**config.mk**
```make
export PLATFORM = sky130hd
export DESIGN_NAME = csc_back
export DESIGN_NICKNAME = d
export VERILOG_FILES = /design/src/hw/rtl/csc_pkg.sv /design/src/hw/rtl/csc_back.sv
export SDC_FILE = /design/constraint.sdc
export NUM_CORES = 2
export LEC_CHECK = 0
export BUFFER_PORTS_ARGS = -buffer_cell sky130_fd_sc_hd__buf_2
export CORE_ASPECT_RATIO = 0.7
export CORE_UTILIZATION = 31
export CTS_CLUSTER_DIAMETER = 30
export DETAILED_ROUTE_END_ITERATION = 8
export PLACE_DENSITY = 0.56
export REMOVE_ABC_BUFFERS = 1
export SLEW_MARGIN = 20
export SYNTH_ARGS = -nofsm -noshare
export SYNTH_HDL_FRONTEND = slang
export SYNTH_SLANG_ARGS = --single-unit
```
**constraint.sdc**
```tcl
create_clock -name clk -period 14.8 [get_ports clk]
set_input_delay 0.74 -clock clk [delete_from_list [all_inputs] [get_ports clk]]
set_output_delay 0.74 -clock clk [all_outputs]
set_load 0.02 [all_outputs]
```
**src/hw/rtl/csc_pkg.sv**
```systemverilog
// ----------------------------------------------------------------------------
// csc_pkg
// Shared types and constants for the sparse matrix-vector accumulator.
// ----------------------------------------------------------------------------
package csc_pkg;

  localparam int RowW       = 12;
  localparam int DataW      = 32;
  localparam int ProdW      = 48;
  localparam int QueueDepth = 8;

  // item opcodes
  typedef enum logic [1:0] {
    OP_WRITE   = 2'd0,
    OP_NONZERO = 2'd1,
    OP_READ    = 2'd2,
    OP_EMPTY   = 2'd3
  } opcode_t;

  typedef struct packed {
    opcode_t                   opcode;
    logic [RowW-1:0]           row_index;
    logic signed [DataW-1:0]   entry_value;
    logic signed [DataW-1:0]   column_operand;
    logic                      first_in_column;
    logic                      last_in_column;
  } request_t;

  typedef struct packed {
    logic signed [DataW-1:0]   result_value;
    logic                      is_read_data;
  } result_t;

  // store write seen by the forwarding network
  typedef struct packed {
    logic                      valid;
    logic [RowW-1:0]           row;
    logic signed [DataW-1:0]   data;
  } fwd_t;

  // item handed from front to back, store operand already resolved
  typedef struct packed {
    logic                      valid;
    request_t                  req;
    logic                      in_range;
    logic signed [DataW-1:0]   opnd;
  } stage_t;

endpackage

```
**src/hw/rtl/csc_back.sv**
```systemverilog
// ----------------------------------------------------------------------------
// csc_back
// Multiplies, accumulates with saturation, writes the store back and
// produces result items.
// ----------------------------------------------------------------------------
module csc_back #(
  parameter int VECTOR_DEPTH = 4096
) (
  input  logic                            clk,
  input  logic                            rst,
  input  logic                            transpose_mode,
  input  csc_pkg::stage_t                 s2,
  output csc_pkg::fwd_t                   fwd_s2,
  output csc_pkg::fwd_t                   fwd_s3,
  output csc_pkg::fwd_t                   fwd_last,
  output logic                            we,
  output logic [$clog2(VECTOR_DEPTH)-1:0] waddr,
  output logic [csc_pkg::DataW-1:0]       wdata,
  output logic                            retire,
  output logic                            res_push,
  output csc_pkg::result_t                res_item
);
  import csc_pkg::*;

  localparam int AddrW = $clog2(VECTOR_DEPTH);

  logic signed [2*DataW-1:0] prod_full;
  logic signed [DataW-1:0]   mul_b;
  logic                      s3_valid;
  request_t                  s3_req;
  logic                      s3_in_range;
  logic signed [DataW-1:0]   s3_y;
  logic signed [ProdW-1:0]   s3_prod;
  logic signed [DataW-1:0]   column_sum;
  logic signed [DataW-1:0]   column_sum_next;
  logic                      column_load;
  logic signed [DataW-1:0]   base;
  logic signed [ProdW:0]     sum_wide;
  logic signed [DataW-1:0]   sum_sat;

  // store writes from host items are known as early as the multiply stage
  assign fwd_s2.valid = s2.valid && s2.in_range && (s2.req.opcode == OP_WRITE);
  assign fwd_s2.row   = s2.req.row_index;
  assign fwd_s2.data  = s2.req.entry_value;

  // multiply stage
  assign mul_b     = transpose_mode ? s2.opnd : s2.req.column_operand;
  assign prod_full = s2.req.entry_value * mul_b;

  always_ff @(posedge clk) begin
    if (rst) begin
      s3_valid <= 1'b0;
    end else begin
      s3_valid <= s2.valid;
    end
    s3_req      <= s2.req;
    s3_in_range <= s2.in_range;
    s3_prod     <= prod_full[2*DataW-1:16];
    if (fwd_s3.valid && fwd_s3.row == s2.req.row_index) begin
      s3_y <= fwd_s3.data;
    end else begin
      s3_y <= s2.opnd;
    end
  end

  // accumulate and saturate
  always_comb begin
    if (transpose_mode) begin
      base = s3_req.first_in_column ? s3_req.column_operand : column_sum;
    end else begin
      base = s3_y;
    end
    sum_wide = (ProdW+1)'(base) + (ProdW+1)'(s3_prod);
    if (sum_wide > (ProdW+1)'(32'sh7fffffff)) begin
      sum_sat = 32'sh7fffffff;
    end else if (sum_wide < -(ProdW+1)'(33'sh080000000)) begin
      sum_sat = 32'sh80000000;
    end else begin
      sum_sat = sum_wide[DataW-1:0];
    end
  end

  // writeback, column sum and results
  always_comb begin
    fwd_s3.valid    = 1'b0;
    fwd_s3.row      = s3_req.row_index;
    fwd_s3.data     = s3_req.entry_value;
    column_load     = 1'b0;
    column_sum_next = sum_sat;
    res_push        = 1'b0;
    res_item.result_value = sum_sat;
    res_item.is_read_data = 1'b0;
    if (s3_valid) begin
      unique case (s3_req.opcode)
        OP_WRITE: begin
          fwd_s3.valid = s3_in_range;
        end
        OP_READ: begin
          res_push = 1'b1;
          res_item.result_value = s3_y;
          res_item.is_read_data = 1'b1;
        end
        OP_EMPTY: begin
          if (transpose_mode) begin
            column_load     = 1'b1;
            column_sum_next = s3_req.column_operand;
            res_push        = 1'b1;
            res_item.result_value = s3_req.column_operand;
          end
        end
        OP_NONZERO: begin
          if (transpose_mode) begin
            column_load = 1'b1;
            res_push    = s3_req.last_in_column;
          end else begin
            fwd_s3.valid = s3_in_range;
            fwd_s3.data  = sum_sat;
          end
        end
        default: begin
          fwd_s3.valid = 1'b0;
        end
      endcase
    end
  end

  assign we     = fwd_s3.valid;
  assign waddr  = AddrW'(fwd_s3.row);
  assign wdata  = fwd_s3.data;
  assign retire = s3_valid;

  // running column sum and the write that just landed
  always_ff @(posedge clk) begin
    if (rst) begin
      column_sum     <= '0;
      fwd_last.valid <= 1'b0;
    end else begin
      if (column_load) begin
        column_sum <= column_sum_next;
      end
      fwd_last.valid <= fwd_s3.valid;
    end
    fwd_last.row  <= fwd_s3.row;
    fwd_last.data <= fwd_s3.data;
  end

endmodule

```
==> out/metrics.cfg <==
[status]
outcome=finished, final reports clean

[placed_design]
dp.cells=7163
gp_congestion=0.9226
hpwl_um=119800
post-place-ws_ns=3.988
portBuffers=331

[global_route]
antenna_found_initial=11
grt_overflow=0
grt_pass1_wl_um=241200
grt_pass1_vias=37690
grtUsageTotal_pct=20.54
grt_max_degree=64

[drt]
vias=36010
routedWlPerCell_um=21.70
drc_errors=0
drtIter0Drc=2870
firstDrtPassIters=5
drt-total-wl_um=158000
viasPerCell=4.945
ant_nets=0

[layout]
layout-drive-gt1-share_pct=11.00
fin_util_pct=34.42
area_growth_pct=10.17
final-seq-area_sq_um=4786
final_cells=7282
nNetsFinal=6640
multi_input_area_sq_um=37470
layout_common_cells=fa_1 (1082), inv_1 (984), nand2_1 (597)
fillers=15640
layout_commonest_cell=fa_1

[cts]
ctsResizeCount=0
clock-sinks=239
clkLatencyLatePin_ns=0.66
cts_setup_buffers=0
clk_path_buf_depth=3
htree_num_levels=2
numCtsBuffers=59
root_buffer=clkbuf_16
hold_buffers=0
clk_pin_slew_ns=0.05
cts_tree=yes

[floorplan]
rows=120
die_h_um=330.4
dieArea_sq_um=155600
core_area_sq_um=152800
ios=332
die_w_um=471.1
start_util_pct=31.24

[yosys]
synth_area_per_cell_sq_um=9.269
synth_ff_type=dfxtp_1
ys_seq_area_share_pct=10.02
synthesis.area_sq_um=47750
ys_ff_latch=239
netlist_instances=5151
synth.yosys.warnings=0
synth_edf_count=0
synth_cell_types=76
async_flop_share_pct=0

[timing]
worst_pin_slew_ns=1.162
hold_violations=0
clock_skew_ns=0.05907
slew_headroom_pct=22.56
setup-violations-final=0
setup_tns_ns=0
setup_ws_ns=4.556
rsz0062_at_grt=no
fin_crit_sh_pct=69.22
fin_crit_ns=10.24
slew_violations=0
fmax_mhz=97.62

[setup_path]
r2r_cells=18
required_ns=15.38
crit_type=in -> reg
path_max_fanout=63
arrival_ns=10.82
worst_setup_path_end_kind=flip-flop
crit_path_start_kind=primary input

[min_path]
min_path_cells=1
hold_class=in -> reg

[flow_run]
max_cap_viol_count=0

==> worst max-delay path, stage by stage <==
cell and delay (ns):
buf_4 0.66, buf_4 0.58, mux2_2 0.96, nand2_1 0.18
fa_1 0.55, inv_1 0.06, fa_1 0.56, fa_1 0.44
fa_1 0.47, fa_1 0.52, fa_1 0.43, fa_1 0.50
inv_1 0.05, fa_1 0.47, inv_1 0.04, ha_1 0.33
a21o_1 0.18, a21o_1 0.19, a221o_1 0.34, a31o_2 0.24
o2111a_1 0.37, o41a_2 0.52, a21oi_1 0.27, o31ai_1 0.16
a21o_1 0.23, and2_1 0.21, a41oi_1 0.27, xnor2_1 0.15
==> Yosys cell counts (4+ instances only) <==
cell type     n  share of area [%]
dfxtp_1     239                 10
a21oi_1     164                1.7
a41oi_1       4              0.073
o21a_1       69                1.1
or2_2        14               0.18
mux2_2       30               0.71
nand2_1     598                4.7
o22a_1       27               0.50
o21ai_1       4              0.042
mux2i_1      36               0.75
nor2b_1      77                1.0
nor2_1      252                2.0
o31ai_2      25               0.66
o22ai_1      35               0.46
inv_1       984                7.7
buf_4       103                1.6
nor3_1       23               0.24
nor4_1        6              0.079
buf_6         7               0.17
nand2b_1     11               0.14
clkbuf_1    251                2.0
ha_1        228                6.0
buf_1         7              0.055
o211a_1      26               0.55
and4_1        4              0.073
xor2_1       33               0.61
nand4_1      33               0.43
o21ai_0      59               0.62
fa_1       1082                 45
o211ai_1     13               0.20
or4_1         4              0.063
xnor2_1      72                1.3
and2_1      446                5.8
a21o_1       48               0.75
or3_1         6              0.079
o21bai_1     18               0.28
a211oi_1     13               0.20
and3_1       13               0.17
nand3_1      21               0.22
buf_2         8              0.084
==> path summary, 6_finish.rpt <==
check            startpoint        endpoint  slack, ns
max          transpose_mode     s3_prod[41]       4.56
min                  s2[33]       s3_req[0]       0.20
max reg2reg       s3_req[1]  column_sum[18]       7.91
min reg2reg        waddr[6]    fwd_last[38]       0.39
==> routing by layer <==
layer  wire [um]  global-route usage [%]
met5          13                       0
met3       14470                   3.790
met1       75540                   31.45
met4        2791                   3.785
met2       65170                   30.03
==> cells by family after synthesis <==
| kind of cell | after synthesis | share of synthesized area [%] |
|---|---|---|
| simple gates | 1519 | 15.46 |
| buf+inv | 1360 | 11.63 |
| fa+ha+maj | 1310 | 51.34 |
| compound gates | 552 | 8.158 |
| flops | 239 | 10.02 |
| xor+xnor | 105 | 1.926 |
| mux | 66 | 1.462 |
==> registers in the layout (all words and copies together), names as in the netlist <==
register	flops
s3_prod	48
fwd_last	45
retire	1
waddr	12
s3_in_range	1
s3_y	32
s3_req	68
column_sum	32
==> through the flow <==
| step | instance area (sq um) | hold slack (ns) |
|---|---|---|
| final | 52600 | 0.1975 |
| after global routing | 52590 | 0.1824 |
| after CTS | 52550 | 0.1621 |
| after detailed placement | 50460 | 0.3863 |
| after global placement | 50460 | 0.3783 |
| after floorplan | 45890 | 0.4562 |
==> final cells by class <==
type                            instances  area share (%)
Tap cell                             2013           4.788
Clock inverter                         36          0.8325
Inverter                              984           7.021
Sequential cell                       239           9.098
Clock buffer                           74           3.142
Timing Repair Buffer                  377           3.848
Multi-Input combinational cell       3552           71.24
Antenna cell                            7         0.03330
Power is left out: the tool's default activity adds up to more than one toggle a clock period on the data nets, which glitch-free logic cannot reach.
