==> config.mk <==
export PLATFORM = sky130hd
export DESIGN_NAME = csc_fifo
export DESIGN_NICKNAME = d
export VERILOG_FILES = /design/src/hw/rtl/csc_pkg.sv /design/src/hw/rtl/csc_fifo.sv
export SDC_FILE = /design/constraint.sdc
export NUM_CORES = 1
export LEC_CHECK = 0
export BUFFER_PORTS_ARGS = -buffer_cell sky130_fd_sc_hd__buf_4
export CORE_MARGIN = 1.5
export CORE_UTILIZATION = 35
export DETAILED_ROUTE_END_ITERATION = 16
export GPL_TIMING_DRIVEN = 0
export PLACE_DENSITY = 0.57
export SLEW_MARGIN = 20
export SYNTH_ARGS = -nofsm -noshare
export SYNTH_HDL_FRONTEND = slang
export SYNTH_SLANG_ARGS = --single-unit
==> constraint.sdc <==
create_clock -name clk -period 5.68 [get_ports clk]
set_input_delay 1.136 -clock clk [delete_from_list [all_inputs] [get_ports clk]]
set_output_delay 1.136 -clock clk [all_outputs]
set_load 0.1 [all_outputs]
==> src/hw/rtl/csc_pkg.sv <==
// ----------------------------------------------------------------------------
// csc_pkg
// Shared types and constants for the sparse matrix-vector accumulator.
// ----------------------------------------------------------------------------
package csc_pkg;

  localparam int RowW       = 12;
  localparam int DataW      = 32;
  localparam int ProdW      = 48;
  localparam int QueueDepth = 8;

  // item opcodes
  typedef enum logic [1:0] {
    OP_WRITE   = 2'd0,
    OP_NONZERO = 2'd1,
    OP_READ    = 2'd2,
    OP_EMPTY   = 2'd3
  } opcode_t;

  typedef struct packed {
    opcode_t                   opcode;
    logic [RowW-1:0]           row_index;
    logic signed [DataW-1:0]   entry_value;
    logic signed [DataW-1:0]   column_operand;
    logic                      first_in_column;
    logic                      last_in_column;
  } request_t;

  typedef struct packed {
    logic signed [DataW-1:0]   result_value;
    logic                      is_read_data;
  } result_t;

  // store write seen by the forwarding network
  typedef struct packed {
    logic                      valid;
    logic [RowW-1:0]           row;
    logic signed [DataW-1:0]   data;
  } fwd_t;

  // item handed from front to back, store operand already resolved
  typedef struct packed {
    logic                      valid;
    request_t                  req;
    logic                      in_range;
    logic signed [DataW-1:0]   opnd;
  } stage_t;

endpackage

==> src/hw/rtl/csc_fifo.sv <==
// ----------------------------------------------------------------------------
// csc_fifo
// Small result queue in front of the output port.
// ----------------------------------------------------------------------------
module csc_fifo #(
  parameter int DEPTH = 8
) (
  input  logic                   clk,
  input  logic                   rst,
  input  logic                   wr,
  input  csc_pkg::result_t       wr_item,
  input  logic                   rd,
  output csc_pkg::result_t       rd_item,
  output logic                   empty,
  output logic [$clog2(DEPTH):0] count
);
  import csc_pkg::*;

  localparam int PtrW = $clog2(DEPTH);

  result_t         mem [DEPTH];
  logic [PtrW-1:0] wr_ptr;
  logic [PtrW-1:0] rd_ptr;
  logic            do_rd;

  assign empty   = (count == '0);
  assign do_rd   = rd && !empty;
  assign rd_item = mem[rd_ptr];

  // storage
  always_ff @(posedge clk) begin
    if (wr) begin
      mem[wr_ptr] <= wr_item;
    end
  end

  // pointers and fill count
  always_ff @(posedge clk) begin
    if (rst) begin
      wr_ptr <= '0;
      rd_ptr <= '0;
      count  <= '0;
    end else begin
      if (wr) begin
        wr_ptr <= (wr_ptr == PtrW'(DEPTH - 1)) ? '0 : wr_ptr + 1'b1;
      end
      if (do_rd) begin
        rd_ptr <= (rd_ptr == PtrW'(DEPTH - 1)) ? '0 : rd_ptr + 1'b1;
      end
      if (wr && !do_rd) begin
        count <= count + 1'b1;
      end else if (!wr && do_rd) begin
        count <= count - 1'b1;
      end
    end
  end

endmodule

==> results.cfg, run 1 <==
[synth]
synth_seq_area_share = 0.774
async_reset_ff_frac = 0
syn_inst = 454
syn_area_mm2 = 0.0106
synth_most_common_cell = edfxtp_1
synthFlopType = edfxtp_1
synth_seq_cells = 277
synth.distinct_cells = 27
avgSynthCellArea_um2 = 23.3
synth_top_area_frac = 0.749
syn_nets = 499
synth_top_area_cell = edfxtp_1
synth_edf_count = 264
yosysWarnings = 0
synthTopCellsByCount = 264 x edfxtp_1, 59 x mux4_2, 34 x mux2_2, 20 x nor2_1, 13 x dfxtp_1
ys_top_cells_by_area = edfxtp_1 75%, mux4_2 13%, mux2_2 3.6%, dfxtp_1 2.5%, mux4_1 1.7%

[routing]
postRouteAntennaNets = 0
drt_iter0_drc = 349
via_per_inst = 4.90
wl_um = 21200
vias = 4864
drc = 0
drt-wirelength-per-cell_um = 21.4
first_pass_iters = 4

[placement]
post-place-ws_ns = 2.37
io_buffers = 74
gp_congestion = 0.683
place_area_mm2 = 0.0121
dp_hpwl_um = 13900

[floorplanning]
die_area_mm2 = 0.0313
ioPinCount = 75
rows = 63
die_h_um = 177
start_util = 0.356
die_w_um = 177
core_mm2 = 0.0297

[clock_network]
cts_tree = done
hold_buffers = 0
clock_latency_ns = 0.52
h-tree-depth = 1
clkTransAtPathRegs_ns = 0.06
clockBufferDepth = 3
post-cts-setup-buffers = 0
cts_resized = 0
root_buffer = clkbuf_16
clock-sinks = 277
cts_buffers = 29

[setup_path]
max_stage_delay_ns = 0.47
worstSetupStartpointType = flip-flop
crit_fanout = 10
crit_chain = clkbuf_1, buf_2, mux4_2, mux2_2, buf_4
crit_slowest_cell = clkbuf_1
cp.required_ns = 4.54
arrival_ns = 2.67
worstSetupEndpointType = primary output
path_class = reg2out

[global_routing]
grt_max_degree = 17
antenna_found_initial = 0
grt_pass1_wl_um = 32300
track_usage = 0.140
grt_overflow = 0
grt_pass1_vias = 5331

[timing]
setup_violations = 0
fin_ws_ns = 1.87
finClkSkew_ns = 0.00551
slew_headroom = 0.468
fin_crit_sh = 0.671
hold_viol = 0
rsz0062_at_grt = no
worst_pin_slew_ns = 0.797
period_minus_slack_ns = 3.81
maxSlewViolCount = 0
fmax_ghz = 0.262

[power_and_ir_drop]
vdd_drop_max_mv = 0.395
intPower_mw = 3.93
switching_share = 0.323
power.switching_mw = 1.87
pwr-share-comb = 0.277
leakagePower_nw = 4.27
p_per_area_mw_per_mm2 = 445
pwr-share-seq = 0.404
clkPwrFrac = 0.319

[layout]
final_util = 0.439
layout-drive-gt1-share = 0.421
area_growth_pct = 23.2
nets = 626
antenna_cells = 0
stdcell_area_mm2 = 0.0130

[run]
drv_cap = 0

[worst_hold_path]
holdCritPathClass = reg2reg

[outcome]
status = completed
worst max-delay path: cells and delay by family, from the launching register on:
kind	cells	cell delay [ns]
buffers and inverters	3	1.14
DFF	1	0.35
muxes	2	0.66
per-layer routing:
metal	GRT usage	part of all wire
met1	0.185	0.43
met5	0	0
met2	0.242	0.51
met3	0.0223	0.035
met4	0.0346	0.017
metrics by stage:
step	power [mW]	TNS, ns	hold slack (ns)	std cells
floorplan	3.65	0	0.488	454
global placement	3.98	-58.92	0.512	918
detailed placement	4.01	0	0.531	940
CTS	5.88	0	0.537	993
global route	6.01	0	0.576	993
finish	5.80	0	0.534	993
sequential cells by signal, summed over array words and instances, names as in the netlist, named ones only:
signal and count:
count 4, rd_ptr 3, wr_ptr 3, mem 264
final timing paths:
kind,endpoint,cells after the start,from,slack [ns]
setup / recovery,rd_item[12],5,flip-flop,1.87
hold / removal,flip-flop,2,rd_ptr[1],0.53
setup reg to reg,count[3],8,count[0],2.88
hold reg to reg,flip-flop,2,rd_ptr[1],0.53
power by group through the flow:
| stage | clock (mW) | sequential [mW] | combinational (mW) |
|---|---|---|---|
| 2_1_floorplan | 0 | 2.47 | 1.19 |
| 3_3_place_gp | 0 | 2.38 | 1.60 |
| 3_5_place_dp | 0 | 2.39 | 1.63 |
| 4_1_cts | 1.90 | 2.34 | 1.63 |
| 5_1_grt | 1.97 | 2.35 | 1.69 |
| 6_report | 1.85 | 2.34 | 1.61 |
kinds of logic after synthesis:
family          Yosys count  synth area share
flops                   277             0.774
mux                     103             0.182
simple gates             33            0.0137
buf+inv                  22            0.0121
compound gates            9           0.00674
fa+ha+maj                 8            0.0102
xor+xnor                  2           0.00166
area by class of cell:
| type | instances | area [µm²] |
|---|---|---|
| Sequential cell | 277 | 8190 |
| Timing Repair Buffer | 96 | 961 |
| Clock inverter | 21 | 210 |
| Multi-Input combinational cell | 155 | 2320 |
| Tap cell | 390 | 488 |
| Buffer | 20 | 120 |
| Inverter | 2 | 7.51 |
| Clock buffer | 32 | 737 |
| Fill cell | 2520 | 16700 |
layout by cell type (no fill, tap or decap), types with 7 or more instances in the layout:
master and n:
mux4_1 7, buf_16 12, clkbuf_1 11, ha_1 7, dfxtp_1 13, clkinv_2 8
edfxtp_1 264, mux2_2 34, nor2_1 14, clkbuf_16 29, buf_4 84, mux4_2 59
Power figures use the tool's default switching activity.
==> run 2: changes to the inputs <==
PLACE_DENSITY = 0.59   (was 0.57)
clock period = 3.26 ns   (was 5.68 ns; I/O delays follow)
==> results.cfg, run 2 (synthesized netlist as in run 1, its figures left out) <==
[outcome]
status = completed

[global_routing]
track_usage = 0.141
grt_max_degree = 19
grt_overflow = 0
grt_pass1_wl_um = 32100
antenna_found_initial = 0
grt_pass1_vias = 5286

[floorplanning]
ioPinCount = 75
rows = 63
die_h_um = 177
die_area_mm2 = 0.0313
die_w_um = 177
start_util = 0.356
core_mm2 = 0.0297

[layout]
nFillCells = 2483
layout-drive-gt1-share = 0.418
area_growth_pct = 22.8
regMostFlops = mem
final_cell_mix = 264 x edfxtp_1, 74 x buf_4, 59 x mux4_2
antenna_cells = 0
layout_commonest_cell = edfxtp_1
top_regs = mem: 264 flops, count: 4 flops
nets = 620
stdcell_area_mm2 = 0.0130
largest_register_ff_count = 264

[setup_path]
arrival_ns = 2.46
worst_path_dominant_cell_family = buffers and inverters
reg2regPathDepth = 8
reg2reg_from = count[0]
r2r_slack_ns = 0.44
worstSetupStartpointType = flip-flop
path_class = reg2out
crit_slowest_cell = clkbuf_1
crit_chain = clkbuf_1, mux4_2, mux2_2, buf_4
crit_fanout = 10
cp.required_ns = 2.61
worstSetupEndpointType = primary output
rr_endpoint = count[3]
path_buf_inv = 2
max_stage_delay_ns = 0.61

[timing]
fmax_ghz = 0.322
hold_ws_ns = 0.355
fin_ws_ns = 0.150
tns_ns = 0
rsz0062_at_grt = no
period_minus_slack_ns = 3.11
setup_violations = 0
maxSlewViolCount = 0
hold_viol = 0
slew_headroom = 0.476
finClkSkew_ns = 0.0106
worst_pin_slew_ns = 0.786
fin_crit_sh = 0.954

[clock_network]
hold_buffers = 0
clock-sinks = 277
clkTransAtPathRegs_ns = 0.06
clockBufferDepth = 3
cts_buffers = 29
h-tree-depth = 1
clock_latency_ns = 0.52
post-cts-setup-buffers = 0
cts_tree = done
root_buffer = clkbuf_16

[worst_hold_path]
min-delay-start = wr_item[16]
hold_depth = 1
hold_end = mem[0][16]
holdCritPathClass = in2reg

[routing]
drt-wirelength-per-cell_um = 21.6
drt_iter0_drc = 416
drc = 0
via_per_inst = 4.89
vias = 4817
wl_um = 21300
postRouteAntennaNets = 0
first_pass_iters = 4

[power_and_ir_drop]
vdd_drop_max_mv = 0.553
leakagePower_nw = 4.25
power_mw = 10.2
p_per_area_mw_per_mm2 = 784

[placement]
dp_hpwl_um = 13600
io_buffers = 74
gp_congestion = 0.710
post-place-ws_ns = 0.410
place_area_mm2 = 0.0120

[run]
drv_cap = 0
## run 2: cell types whose count changed in the layout (fill, tap and decap cells not counted), sizes merged
cell      change
buf           -6
clkbuf        +4
clkinv        -4
clkinvlp      -3
bufinv        +1
inv           +1
## run 2: area by class of cell
class                           instances  area [µm²]  area share
Sequential cell                       277        8190       0.630
Buffer                                 20         125     0.00962
Multi-Input combinational cell        155        2340       0.180
Inverter                                2        7.51    0.000577
Clock inverter                         16         204      0.0157
Tap cell                              390         488      0.0375
Timing Repair Buffer                   90         895      0.0688
Clock buffer                           36         752      0.0578
## run 2: worst max-delay path by stage
stage	startpoint	end	slack [ns]	cells past startpoint
2_1_floorplan	count[0]	empty	-0.005	1
3_3_place_gp	wr	mem[6][17]	-1.09	3
3_5_place_dp	flip-flop	rd_item[32]	0.41	5
4_1_cts	flip-flop	rd_item[12]	0.03	4
5_1_grt	flip-flop	rd_item[12]	0.03	5
6_report	flip-flop	rd_item[22]	0.15	4
## run 2: power breakdown
part | internal, mW | switching (mW) | total [mW] | leakage (nW)
clock network | 2.02 | 1.27 | 3.29 | 0.471
logic | 0.904 | 1.91 | 2.82 | 1.27
registers | 4.00 | 0.0781 | 4.08 | 2.50
total | 6.93 | 3.26 | 10.2 | 4.25
## run 2: worst reg2reg max path, stage by stage (launching register included)
cell and delay (ns):
dfxtp_1 0.41, o41ai_4 0.69, ha_1 0.28, inv_1 0.10, ha_1 0.34, a21oi_1 0.24
a211oi_1 0.13, a31oi_1 0.17, mux2_2 0.34
## run 2: metrics by stage
stage | std cells | util
2_1_floorplan | 454 | -
3_3_place_gp | 918 | 0.392
3_5_place_dp | 934 | 0.405
4_1_cts | 986 | 0.437
5_1_grt | 986 | 0.437
6_report | 986 | 0.437
## run 2: routing by layer
layer	track usage	vias to the layer above	routed length [µm]
met5	0	-	0
met4	0.0282	0	355
met3	0.0266	28	1040
met2	0.246	123	10900
met1	0.183	2507	9050
li1	-	2159	-
## run 2: repair_timing
| item | in CTS | in global routing |
|---|---|---|
| endpoints found under the setup margin | 33 | 6 |
| gates cloned | 0 | 0 |
| gates resized for setup | 1 | 6 |
==> run 3: changes to the inputs <==
GPL_TIMING_DRIVEN = not set   (was 0)
==> results.cfg, run 3 (synthesized netlist as in run 1, its figures left out) <==
[outcome]
status = completed

[setup_path]
max_stage_delay_ns = 0.57
worstSetupStartpointType = flip-flop
worst_path_dominant_cell_family = multiplexers
path_buf_inv = 2
crit_fanout = 26
cp.required_ns = 2.61
worstSetupEndpointType = primary output
crit_slowest_cell = mux4_1
arrival_ns = 2.43
crit_chain = buf_12, mux4_1, mux2_2, buf_4
path_class = reg2out

[power_and_ir_drop]
vdd_drop_max_mv = 0.653
p_per_area_mw_per_mm2 = 771
leakagePower_nw = 4.08
power_mw = 9.76

[layout]
stdcell_count = 969
nFillCells = 2508
top_regs = mem: 264 flops, count: 4 flops
antenna_cells = 0
final_cell_mix = 264 x edfxtp_1, 87 x buf_4, 59 x mux4_2
area_growth_pct = 19.7
regMostFlops = mem
final_util = 0.426
layout-drive-gt1-share = 0.408
largest_register_ff_count = 264
nets = 603
layout_commonest_cell = edfxtp_1

[timing]
slew_headroom = 0.602
rsz0062_at_grt = no
fin_crit_sh = 0.945
setup_violations = 0
worst_pin_slew_ns = 0.595
finClkSkew_ns = 0.0148
maxSlewViolCount = 0
fin_ws_ns = 0.180
hold_viol = 0
period_minus_slack_ns = 3.08
tns_ns = 0
fmax_ghz = 0.325

[global_routing]
grt_max_degree = 39
track_usage = 0.135
grt_overflow = 0
grt_pass1_wl_um = 31500
antenna_found_initial = 0
grt_pass1_vias = 5191

[routing]
first_pass_iters = 4
vias = 4788
via_per_inst = 4.94
postRouteAntennaNets = 0
drc = 0
wl_um = 20800
drt-wirelength-per-cell_um = 21.4
drt_iter0_drc = 277

[floorplanning]
start_util = 0.356
core_mm2 = 0.0297
die_w_um = 177
ioPinCount = 75
rows = 63
die_h_um = 177
die_area_mm2 = 0.0313

[clock_network]
hold_buffers = 0
clockBufferDepth = 3
root_buffer = clkbuf_16
clock-sinks = 277
clock_latency_ns = 0.54
cts_tree = done
cts_resized = 0
clkTransAtPathRegs_ns = 0.06
cts_buffers = 28
h-tree-depth = 1
post-cts-setup-buffers = 0

[placement]
placed_cells = 918
io_buffers = 74
post-place-ws_ns = 0.631
gp_congestion = 0.694
dp_hpwl_um = 12300

[run]
drv_cap = 0

[worst_hold_path]
holdCritPathClass = in2reg
-- run 3: final cells by class --
class	count	area, µm²	share of cell area
repair buffers	94	793	0.0626
flip-flops and latches	277	8200	0.647
inverters	2	7.51	0.000593
clock inverters	16	110	0.00869
multi-input cells	155	2340	0.185
clock buffers	35	727	0.0574
well taps	390	488	0.0385
-- run 3: where the power goes --
part           total (mW)  switching, mW  internal, mW
Sequential           4.13          0.120          4.01
Combinational        2.71           1.82         0.891
Clock                2.92           1.27          1.65
Total                9.76           3.21          6.55
-- run 3: routing by layer --
metal / routed length, µm / global-route usage / part of all wire / vias up
met5: 0 / 0 / 0 / -
met2: 10600 / 0.232 / 0.51 / 98
met4: 364 / 0.0307 / 0.018 / 0
met1: 8940 / 0.180 / 0.43 / 2543
li1: - / - / - / 2118
met3: 831 / 0.0243 / 0.040 / 29
-- run 3: per-stage QoR --
stage	hold WS (ns)	area, µm²
after detailed placement	0.525	11800
final	0.341	12700
after CTS	0.313	12700
after global placement	0.516	11800
after floorplan	0.488	10600
after global routing	0.316	12700
-- run 3: final timing paths --
check	slack, ns	depth (start not counted)	end	start
worst max-delay path	0.18	4	rd_item[26]	flip-flop
worst min-delay path	0.34	1	mem[3][13]	wr_item[13]
worst max register to register	0.64	8	count[3]	count[0]
worst min register to register	0.53	2	flip-flop	rd_ptr[1]
-- run 3: worst register-to-register path, cell delays in order, from the launching register on --
cell and delay, ns:
dfxtp_1 0.41, o41ai_4 0.59, ha_1 0.26, inv_1 0.10
ha_1 0.33, a21oi_1 0.19, a211oi_1 0.10, a31oi_1 0.18
mux2_2 0.35
