## src/hw/rtl/csc_pkg.sv

```systemverilog
// ----------------------------------------------------------------------------
// csc_pkg
// Shared types and constants for the sparse matrix-vector accumulator.
// ----------------------------------------------------------------------------
package csc_pkg;

  localparam int RowW       = 12;
  localparam int DataW      = 32;
  localparam int ProdW      = 48;
  localparam int QueueDepth = 8;

  // item opcodes
  typedef enum logic [1:0] {
    OP_WRITE   = 2'd0,
    OP_NONZERO = 2'd1,
    OP_READ    = 2'd2,
    OP_EMPTY   = 2'd3
  } opcode_t;

  typedef struct packed {
    opcode_t                   opcode;
    logic [RowW-1:0]           row_index;
    logic signed [DataW-1:0]   entry_value;
    logic signed [DataW-1:0]   column_operand;
    logic                      first_in_column;
    logic                      last_in_column;
  } request_t;

  typedef struct packed {
    logic signed [DataW-1:0]   result_value;
    logic                      is_read_data;
  } result_t;

  // store write seen by the forwarding network
  typedef struct packed {
    logic                      valid;
    logic [RowW-1:0]           row;
    logic signed [DataW-1:0]   data;
  } fwd_t;

  // item handed from front to back, store operand already resolved
  typedef struct packed {
    logic                      valid;
    request_t                  req;
    logic                      in_range;
    logic signed [DataW-1:0]   opnd;
  } stage_t;

endpackage

```

## src/hw/rtl/csc_front.sv

```systemverilog
// ----------------------------------------------------------------------------
// csc_front
// Accepts items, issues the store read and resolves the store operand
// against writes still in flight.
// ----------------------------------------------------------------------------
module csc_front #(
  parameter int VECTOR_DEPTH = 4096
) (
  input  logic                            clk,
  input  logic                            rst,
  input  logic                            accept,
  input  csc_pkg::request_t               request,
  output logic [$clog2(VECTOR_DEPTH)-1:0] raddr,
  input  logic [csc_pkg::DataW-1:0]       rdata,
  input  csc_pkg::fwd_t                   fwd_s2,
  input  csc_pkg::fwd_t                   fwd_s3,
  input  csc_pkg::fwd_t                   fwd_last,
  output csc_pkg::stage_t                 s2
);
  import csc_pkg::*;

  localparam int AddrW = $clog2(VECTOR_DEPTH);

  logic                    s1_valid;
  request_t                s1_req;
  logic                    s1_in_range;
  logic                    in_range;
  logic signed [DataW-1:0] opnd;

  assign raddr    = AddrW'(request.row_index);
  assign in_range = 32'(request.row_index) < 32'(VECTOR_DEPTH);

  // newest pending write to the same row wins
  always_comb begin
    if (!s1_in_range) begin
      opnd = '0;
    end else if (fwd_s2.valid && fwd_s2.row == s1_req.row_index) begin
      opnd = fwd_s2.data;
    end else if (fwd_s3.valid && fwd_s3.row == s1_req.row_index) begin
      opnd = fwd_s3.data;
    end else if (fwd_last.valid && fwd_last.row == s1_req.row_index) begin
      opnd = fwd_last.data;
    end else begin
      opnd = $signed(rdata);
    end
  end

  // read stage and hand-off register
  always_ff @(posedge clk) begin
    if (rst) begin
      s1_valid <= 1'b0;
      s2.valid <= 1'b0;
    end else begin
      s1_valid <= accept;
      s2.valid <= s1_valid;
    end
    s1_req      <= request;
    s1_in_range <= in_range;
    s2.req      <= s1_req;
    s2.in_range <= s1_in_range;
    s2.opnd     <= opnd;
  end

endmodule

```

## config.mk

```make
export PLATFORM = sky130hd
export DESIGN_NAME = csc_front
export DESIGN_NICKNAME = d
export VERILOG_FILES = /design/src/hw/rtl/csc_pkg.sv /design/src/hw/rtl/csc_front.sv
export SDC_FILE = /design/constraint.sdc
export NUM_CORES = 1
export LEC_CHECK = 0
export BUFFER_PORTS_ARGS = -buffer_cell sky130_fd_sc_hd__buf_2
export CAP_MARGIN = 20
export CORE_AREA = 2 2 145 147
export CTS_CLUSTER_SIZE = 40
export DETAILED_ROUTE_END_ITERATION = 6
export DIE_AREA = 0 0 147 149
export SYNTH_ARGS = -nofsm -noshare
export SYNTH_HDL_FRONTEND = slang
export SYNTH_SLANG_ARGS = --single-unit
export TNS_END_PERCENT = 10
```

## constraint.sdc

```tcl
create_clock -name clk -period 2.1 [get_ports clk]
set_input_delay 0.21 -clock clk [delete_from_list [all_inputs] [get_ports clk]]
set_output_delay 0.21 -clock clk [all_outputs]
set_load 0.1 [all_outputs]
```

==> metrics, run 1 <==
Ys Warns=0; fin. max-slew vios=0; core area=0.02056 mm²; CTS Sinks=194; Post-synth ARST share=0; Placement Cell Area=0.007894 mm²; # setup viols final=0; Reg2Reg Setup Slack=130 ps; Nets=1212; maximum fanout along the worst path=22; antenna-violating nets left=0; Critical R2R Capture=s2[12]; maximum vdd drop=0.4504 mV; critical path cell sequence=xnor2_1, nand4_1, or4_1, buf_4, nor2_1, o31ai_1; post-route cell area=0.009687 mm²; Total GRT Usage=0.1817; clock period minus worst slack=1968 ps; Avg WL per Cell=16.25 µm; vias per inst=4.229; highest clock rate=508.2 MHz; chip width=147 µm; Seq pwr share=0.431; I/O pin count=376; skew final=16.86 ps; DR vias=5295; worst-skew pair later-pin latency=430 ps; Net Count, Synth=734; RePlAce Congestion=0.8011; pin count of the biggest net entering global routing=45; max-cap violation count=0; initial antenna violation count=5; Relative slew margins=0.6456; Worst Path Buf+Inv=1; critical path required time=2410 ps; # DRC=0; r2r worst-path depth=6; Synth top cells by count=dfxtp_1 (194), nand2_1 (34); layout cell share with drive strength beyond 1=0.4421; clk slew on worst S/H paths=90 ps; Initial Util=0.2788; CP endpoint=s2[12]; Mapped Area=0.005730 mm²; worst path arrival time=2280 ps; Clock Tree Buf Depth=2; synthesis-stage register bit count=194; Post-synth EDFFs=0; Critical Path Source=s1_req[70]; Pre-antenna DRT Iters=4; vias in the first global route=5554; Mapped Cells=484; IO Port Bufs=374; synthesis-to-layout area growth=69.04%; Power Density=943.1 mW/mm²; critical path depth in cells=6; top-area cell type share of the netlist area=0.6777; top-count cell post-synth=dfxtp_1; Max H-tree Level=4; sequential area share after synthesis=0.6777; Detailed Route WL=20350 µm; worst hold path class=in2reg; Max stage delay cell, worst path=or4_1; Fin. Hold Viols=0; Placement Setup Slack=-12.15 ps; worst slew pin tran=535.2 ps; worst reg2reg path startpoint=s1_req[70]; synth unique cells=24; setup TNS=0 ps; GRT overflow=0; syn_area_per_cell=11.84 µm²; Chip Height=149 µm; largest area contributor in the netlist=dfxtp_1; CP Capture Type=flop; critical path's top delay family=simple AND/OR/NAND/NOR gates; critical path type=reg2reg; switching part of the total=0.3368; CTS tree=yes; Crit path largest cell delay=570 ps; hpwl dp=15100 µm; Most used DFF post-synth=dfxtp_1; unrepaired setup endpoints after global routing=no; floorplan row count=53; Psw=3.077 mW; worst hold margin=25.10 ps; Gate power share=0.192; leakage power=4.543 nW; worst setup margin=132.1 ps; initial drt markers=184; P_int=6.059 mW; Startpoint Class=flop; clock power share=0.377; ranking of synthesized cells by area=dfxtp_1 (68%), a41oi_1 (4.9%), a211oi_1 (4.2%); cts bufs inserted=17; run status=completed; first-pass GRT wire length=30050 µm; crit share post-route=0.9371; Clock Tree Root=clkbuf_16; Die Area=0.02190 mm²
-- registers in the layout, summed over array words and instances (netlist names) --
register,count
s1_req,80
s2,113
s1_valid,1
-- power groups by stage --
stage	Sequential [mW]	Clock, mW	Combinational, mW
finish	3.94	3.45	1.75
floorplan	4.86	0	0.303
detailed placement	4.03	0	1.58
CTS	3.94	3.54	1.75
global route	3.96	3.68	1.82
global placement	4.02	0	1.58
-- layout make-up --
class | count | area (µm²)
inverter | 32 | 120.1
clock inverter | 15 | 220.2
tap | 275 | 344.1
clock buffer | 17 | 425.4
multi-input combinational | 215 | 1521
antenna | 2 | 5.005
timing repair buffer | 502 | 3167
sequential | 194 | 3884
fill | 1887 | 10870
-- cells in the final DEF, fill, tap and decap left out, types with 2 or more instances in the layout --
cell / Yosys / layout
nand2_1: 34 / 34
inv_1: 32 / 32
buf_2: 1 / 374
diode_2: 0 / 2
clkbuf_16: 0 / 17
inv_12: 0 / 6
dlygate4sd3_1: 0 / 112
buf_12: 0 / 4
nand4_1: 4 / 4
clkinv_8: 0 / 4
a211oi_1: 32 / 30
xor2_1: 11 / 11
inv_6: 0 / 3
o31ai_1: 31 / 31
nand3_1: 2 / 2
a41oi_1: 32 / 32
nor4_4: 3 / 4
nor2_1: 32 / 32
xnor2_1: 25 / 24
a211oi_2: 0 / 2
dfxtp_1: 194 / 194
nor2b_1: 2 / 2
buf_4: 14 / 11
-- kinds of logic after synthesis --
kind of cell / count (synthesis) / share of synthesized area
AND/OR/NAND/NOR: 82 / 0.07052
AO/OA/AOI/OAI: 96 / 0.1336
flip-flops: 194 / 0.6777
XOR/XNOR: 36 / 0.05502
buffers and inverters: 75 / 0.06244
other: 1 / 0.0006544
-- how the worst min path moves through the flow --
stage / endpoint / start / slack [ps] / depth (start not counted)
detailed placement: s2[49] / s1_req[16] / 310 / 0
global route: s1_valid / accept / 30 / 2
finish: s1_valid / accept / 30 / 2
CTS: s1_valid / accept / 10 / 2
global placement: s2[74] / s1_req[41] / 310 / 0
floorplan: s1_req[0] / request[0] / 240 / 0
-- per-layer routing --
| metal | GRT usage | part of all wire | up-vias |
|---|---|---|---|
| li1 | - | - | 2608 |
| met1 | 0.2002 | 0.39 | 2379 |
| met2 | 0.3331 | 0.51 | 275 |
| met3 | 0.05810 | 0.085 | 29 |
| met4 | 0.05817 | 0.019 | 4 |
| met5 | 0 | 0.0017 | - |
-- per-stage QoR --
stage | instances | total power, mW | utilization
4_1_cts | 1250 | 9.226 | 0.4702
6_report | 1252 | 9.136 | 0.4712
5_1_grt | 1250 | 9.454 | 0.4710
2_1_floorplan | 484 | 5.158 | -
3_5_place_dp | 1106 | 5.603 | 0.3840
3_3_place_gp | 1106 | 5.597 | 0.3840
-- what timing repair did --
action | in CTS | in global routing
gates resized for setup | 1 | 3
setup endpoints to repair | 1 | 20
endpoints found under the hold margin | 113 | 0
buffers inserted | 0 | 0
hold buffers | 112 | 0
Note: power is estimated with default switching activity, not from simulation.
==> inputs of run 2 (changes only) <==
--- a/config.mk
+++ b/config.mk
@@ -6,11 +6,14 @@
 export NUM_CORES = 1
 export LEC_CHECK = 0
 export BUFFER_PORTS_ARGS = -buffer_cell sky130_fd_sc_hd__buf_2
-export CAP_MARGIN = 20
-export CORE_AREA = 2 2 145 147
+export CAP_MARGIN = 10
+export CELL_PAD_IN_SITES_DETAIL_PLACEMENT = 2
+export CELL_PAD_IN_SITES_GLOBAL_PLACEMENT = 2
+export CORE_UTILIZATION = 23
 export CTS_CLUSTER_SIZE = 40
 export DETAILED_ROUTE_END_ITERATION = 6
-export DIE_AREA = 0 0 147 149
+export GPL_ROUTABILITY_DRIVEN = 0
+export PLACE_DENSITY_LB_ADDON = 0.1
 export SYNTH_ARGS = -nofsm -noshare
 export SYNTH_HDL_FRONTEND = slang
 export SYNTH_SLANG_ARGS = --single-unit
==> run 2 against run 1 <==
Die area is 17% higher. Count of clock-buffer cells in the layout stayed put. Clock power is 2% higher. Global-route usage is 1.1 points higher. Clock skew is 5.5 ps lower. Cell count is 5.0% higher. Utilization is 6.6 points lower. Worst setup slack worse by 45 ps. Flip-flop and latch count stayed put. Sequential share of layout area is 0.69 points lower. Largest cell class unchanged.
==> metrics, run 2 (synthesis results as in run 1) <==
leakage power=4.618 nW; pin count of the biggest net entering global routing=47; Nets=1223; r2r worst-path depth=8; commonest cells after routing, fill and taps aside=buf_2 (374), dfxtp_1 (187), dlygate4sd3_1 (114); initial antenna violation count=11; Gate power share=0.192; antenna-violating nets left=0; critical path required time=2410 ps; Crit path largest cell delay=360 ps; Chip Height=159.8 µm; most flop-heavy register=s2; area of the multi-input gates=0.001540 mm²; first-pass GRT wire length=36490 µm; I/O pin count=376; Critical R2R Capture=s2[27]; critical path's top delay family=compound AO/OA/AOI/OAI gates; vias in the first global route=6268; Initial Util=0.2349; Detailed Route WL=24520 µm; GRT overflow=0; Worst Path Buf+Inv=3; maximum vdd drop=0.3630 mV; Clock Tree Buf Depth=2; worst reg2reg path startpoint=s1_req[68]; fin. max-slew vios=0; Worst path most repeated cell=buf_4; Placement Cell Area=0.008009 mm²; floorplan row count=57; Largest register FFs=113; Seq pwr share=0.427; worst hold path class=in2reg; Clock Tree Root=clkbuf_16; Critical Path Source=s1_req[68]; skew final=11.39 ps; layout cell share with drive strength beyond 1=0.4574; run status=completed; worst min-delay path startpoint=fwd_s3[1]; clk slew on worst S/H paths=90 ps; CTS Sinks=194; vias per inst=4.173; switching part of the total=0.3344; Placement Setup Slack=28.47 ps; register area=0.003892 mm²; Fin. Hold Viols=0; # fillers=2683; post-route cell area=0.009878 mm²; Cell Count, Final, Fillers Out=1315; Startpoint Class=flop; critical path depth in cells=8; crit share post-route=0.9586; max-cap violation count=0; dpl cells=1160; Power Density=936.7 mW/mm²; commonest non-fill, non-tap cell in the layout=buf_2; clock power share=0.381; hpwl dp=17420 µm; critical path cell sequence=xor2_1, nor4_4, buf_6, buf_4, buf_4, a41oi_1, a211oi_1, o31ai_1; CP Capture Type=flop; cts bufs inserted=17; worst path arrival time=2320 ps; clock period minus worst slack=2013 ps; critical path type=reg2reg; Psw=3.095 mW; Total GRT Usage=0.1925; # setup viols final=0; CP endpoint=s2[27]; biggest regs=s2: 113 flops, s1_req: 80 flops, s1_valid: 1 flops; DR vias=5488; P_int=6.158 mW; synthesis-to-layout area growth=72.38%; maximum fanout along the worst path=9; Max stage delay cell, worst path=dfxtp_1; core area=0.02439 mm²; # DRC=0; worst setup margin=86.96 ps; Die Area=0.02555 mm²; highest clock rate=496.8 MHz; Reg2Reg Setup Slack=90 ps; Pre-antenna DRT Iters=4; Util after Layout=0.4050; worst slew pin tran=551.5 ps; Avg WL per Cell=18.65 µm; IO Port Bufs=374; worst-skew pair later-pin latency=440 ps; CTS tree=yes; chip width=159.8 µm; Max H-tree Level=4; initial drt markers=154; Relative slew margins=0.6349
run 2: cell count changes in the layout (fill, tap and decap cells not counted), sizes merged:
cell,change
buf,+9
diode,+3
clkinv,-2
bufinv,+1
clkinvlp,+1
dlygate4sd3,+2
run 2: worst min-delay path by stage:
| stage | end | slack, ps | cells after the start |
|---|---|---|---|
| after floorplan | s1_req[0] | 240 | 0 |
| after global placement | s2[68] | 310 | 0 |
| final | s2[1] | 60 | 3 |
| after detailed placement | s2[69] | 310 | 0 |
| after CTS | s2[10] | 40 | 3 |
| after global routing | s2[2] | 50 | 3 |
run 2: worst register-to-register path: cells and delay by family (launching register included):
kind	cells	cell delay (ps)
buffers and inverters	3	470
AND/OR/NAND/NOR	1	290
flip-flops	1	360
XOR/XNOR	1	210
AO/OA/AOI/OAI	3	560
run 2: cell type report:
cell class,count,share of cell area
sequential,194,0.3940
timing repair buffer,513,0.3311
multi-input combinational,215,0.1559
clock buffer,17,0.04307
tap,324,0.04104
clock inverter,15,0.02141
inverter,32,0.01216
antenna,5,0.001267
run 2: layer usage:
metal,global-route usage,share of wire,vias up
li1,-,-,2629
met1,0.1979,0.38,2567
met2,0.3559,0.52,249
met3,0.07481,0.081,33
met4,0.06147,0.019,10
met5,0,0.0028,-
run 2: what timing repair did:
| item | in CTS | in global routing |
|---|---|---|
| hold buffers | 114 | 0 |
| hold endpoints to repair | 114 | 0 |
| pin swaps | 0 | 4 |
| endpoints found under the setup margin | 6 | 30 |
| resized for setup | 2 | 12 |
| setup buffers | 0 | 4 |
run 2: power groups by stage:
stage / registers (mW) / clock network (mW) / logic, mW
after floorplan: 4.86 / 0 / 0.303
after global placement: 4.02 / 0 / 1.58
after detailed placement: 4.03 / 0 / 1.60
after CTS: 3.94 / 3.64 / 1.77
after global routing: 3.97 / 3.80 / 1.86
final: 3.95 / 3.53 / 1.78
run 2: per-stage QoR:
step	TNS [ps]	hold slack [ps]	total power [mW]
after detailed placement	0	313.2	5.622
after CTS	0	44.22	9.350
after floorplan	0	237.7	5.158
after global placement	0	309.8	5.601
final	0	63.00	9.253
after global routing	-16.15	54.88	9.622
==> inputs of run 3 (changes only) <==
--- a/config.mk
+++ b/config.mk
@@ -14,6 +14,7 @@
 export DETAILED_ROUTE_END_ITERATION = 6
 export GPL_ROUTABILITY_DRIVEN = 0
 export PLACE_DENSITY_LB_ADDON = 0.1
+export RECOVER_POWER = 50
 export SYNTH_ARGS = -nofsm -noshare
 export SYNTH_HDL_FRONTEND = slang
 export SYNTH_SLANG_ARGS = --single-unit
==> run 3 against run 2 <==
Utilization is 0.067 points lower. Cell count stayed put. Clock skew hardly changed. Highest routed layer unchanged. Global-route usage stayed put. Design area is 0.16% lower. Via count hardly changed. Non-clock buffer count stayed put. Register-to-register slack hardly changed. Critical path depth stayed put. Critical endpoint unchanged. Power hardly changed. Worst hold slack hardly changed. Sequential share of layout area hardly changed. Critical path type unchanged.
==> metrics, run 3 (synthesis results as in run 1) <==
vias per inst=4.177; # DRC=0; CP Capture Type=flop; Critical R2R Capture=s2[27]; chip width=159.8 µm; highest clock rate=496.7 MHz; biggest regs=s2: 113 flops, s1_req: 80 flops, s1_valid: 1 flops; DR vias=5493; CTS Sinks=194; fin. max-slew vios=0; Die Area=0.02555 mm²; critical path depth in cells=8; run status=completed; Initial Util=0.2349; Max stage delay cell, worst path=dfxtp_1; worst reg2reg path startpoint=s1_req[68]; maximum fanout along the worst path=9; critical path type=reg2reg; worst path arrival time=2320 ps; IO Port Bufs=374; synthesis-to-layout area growth=72.10%; most flop-heavy register=s2; worst hold margin=62.98 ps; Placement Setup Slack=28.47 ps; skew final=11.20 ps; I/O pin count=376; max-cap violation count=0; first-pass GRT wire length=36490 µm; Clock Tree Buf Depth=2; Chip Height=159.8 µm; Relative slew margins=0.6351; clock period minus worst slack=2013 ps; layout cell share with drive strength beyond 1=0.4442; maximum vdd drop=0.3635 mV; Avg WL per Cell=18.63 µm; Worst path most repeated cell=buf_4; Detailed Route WL=24500 µm; Nets=1223; critical path required time=2410 ps; CP endpoint=s2[27]; # fillers=2687; leakage power=4.588 nW; Largest register FFs=113; worst slew pin tran=551.2 ps; hpwl dp=17420 µm; vias in the first global route=6268; commonest non-fill, non-tap cell in the layout=buf_2; Crit path largest cell delay=360 ps; Critical Path Source=s1_req[68]; Max H-tree Level=4; GRT overflow=0; Total GRT Usage=0.1925; initial drt markers=155; critical path cell sequence=xor2_1, nor4_4, buf_6, buf_4, buf_4, a41oi_1, a211oi_1, o31ai_1; worst-skew pair later-pin latency=440 ps; worst hold path class=in2reg; crit share post-route=0.9586; Fin. Hold Viols=0; Startpoint Class=flop; floorplan row count=57; Pre-antenna DRT Iters=4; CTS tree=yes; Cell Count, Final, Fillers Out=1315; antenna-violating nets left=0; core area=0.02439 mm²; worst setup margin=86.88 ps; Reg2Reg Setup Slack=90 ps; cts bufs inserted=17; clk slew on worst S/H paths=90 ps; initial antenna violation count=11; Power Density=937.9 mW/mm²; pin count of the biggest net entering global routing=47; r2r worst-path depth=8; Worst Path Buf+Inv=3; critical path's top delay family=compound AO/OA/AOI/OAI gates; dpl cells=1160; commonest cells after routing, fill and taps aside=buf_2 (362), dfxtp_1 (189), dlygate4sd3_1 (114); # setup viols final=0; Clock Tree Root=clkbuf_16; setup TNS=0 ps
-- run 3: changes by cell type in the layout (fill, tap and decap cells not counted), sizes merged --
cell	delta
buf	-12
clkbuf	+12
-- run 3: routing by layer --
metal,part of all wire,track usage,up-vias
li1,-,-,2629
met1,0.38,0.1979,2572
met2,0.52,0.3559,249
met3,0.081,0.07481,33
met4,0.019,0.06147,10
met5,0.0028,0,-
-- run 3: how the worst min path moves through the flow --
| stage | start | endpoint | slack (ps) | cells after the start |
|---|---|---|---|---|
| finish | fwd_s3[1] | s2[1] | 60 | 3 |
| global route | fwd_s3[2] | s2[2] | 50 | 3 |
| CTS | fwd_s3[10] | s2[10] | 40 | 3 |
| detailed placement | s1_req[36] | s2[69] | 310 | 0 |
| global placement | s1_req[35] | s2[68] | 310 | 0 |
| floorplan | request[0] | s1_req[0] | 240 | 0 |
-- run 3: worst register-to-register path, cell delays in order, from the launching register on --
cell and delay [ps]:
dfxtp_1 360, xor2_1 210, nor4_4 290, buf_6 180, buf_4 130, buf_4 160, a41oi_1 130, a211oi_1 300
o31ai_1 130
-- run 3: area by class of cell --
class	count	area, µm²	share of cell area
tap	324	405.4	0.04111
inverter	32	120.1	0.01218
sequential	194	3890	0.3944
clock inverter	15	211.5	0.02144
timing repair buffer	513	3257	0.3302
antenna	5	12.51	0.001269
multi-input combinational	215	1540	0.1562
clock buffer	17	425.4	0.04314
-- run 3: power by group --
group	total [mW]	switching, mW	internal [mW]
logic	1.78	1.27	0.504
registers	3.95	0.0706	3.88
clock network	3.53	1.75	1.78
-- run 3: through the flow --
stage               instance area, µm²  total power, mW    util
floorplan                         5731            5.158       -
global placement                  8009            5.601  0.3284
detailed placement                8009            5.622  0.3284
CTS                               9796            9.350  0.4016
global route                      9859            9.618  0.4042
finish                            9862            9.250  0.4043
-- run 3: repair_timing --
action                     in CTS  in global routing
hold endpoints to repair      114                  0
setup endpoints to repair       6                 30
resized for setup               2                 12
gates cloned                    0                  0
buffers inserted                0                  4
pin swaps                       0                  4
hold buffers                  114                  0
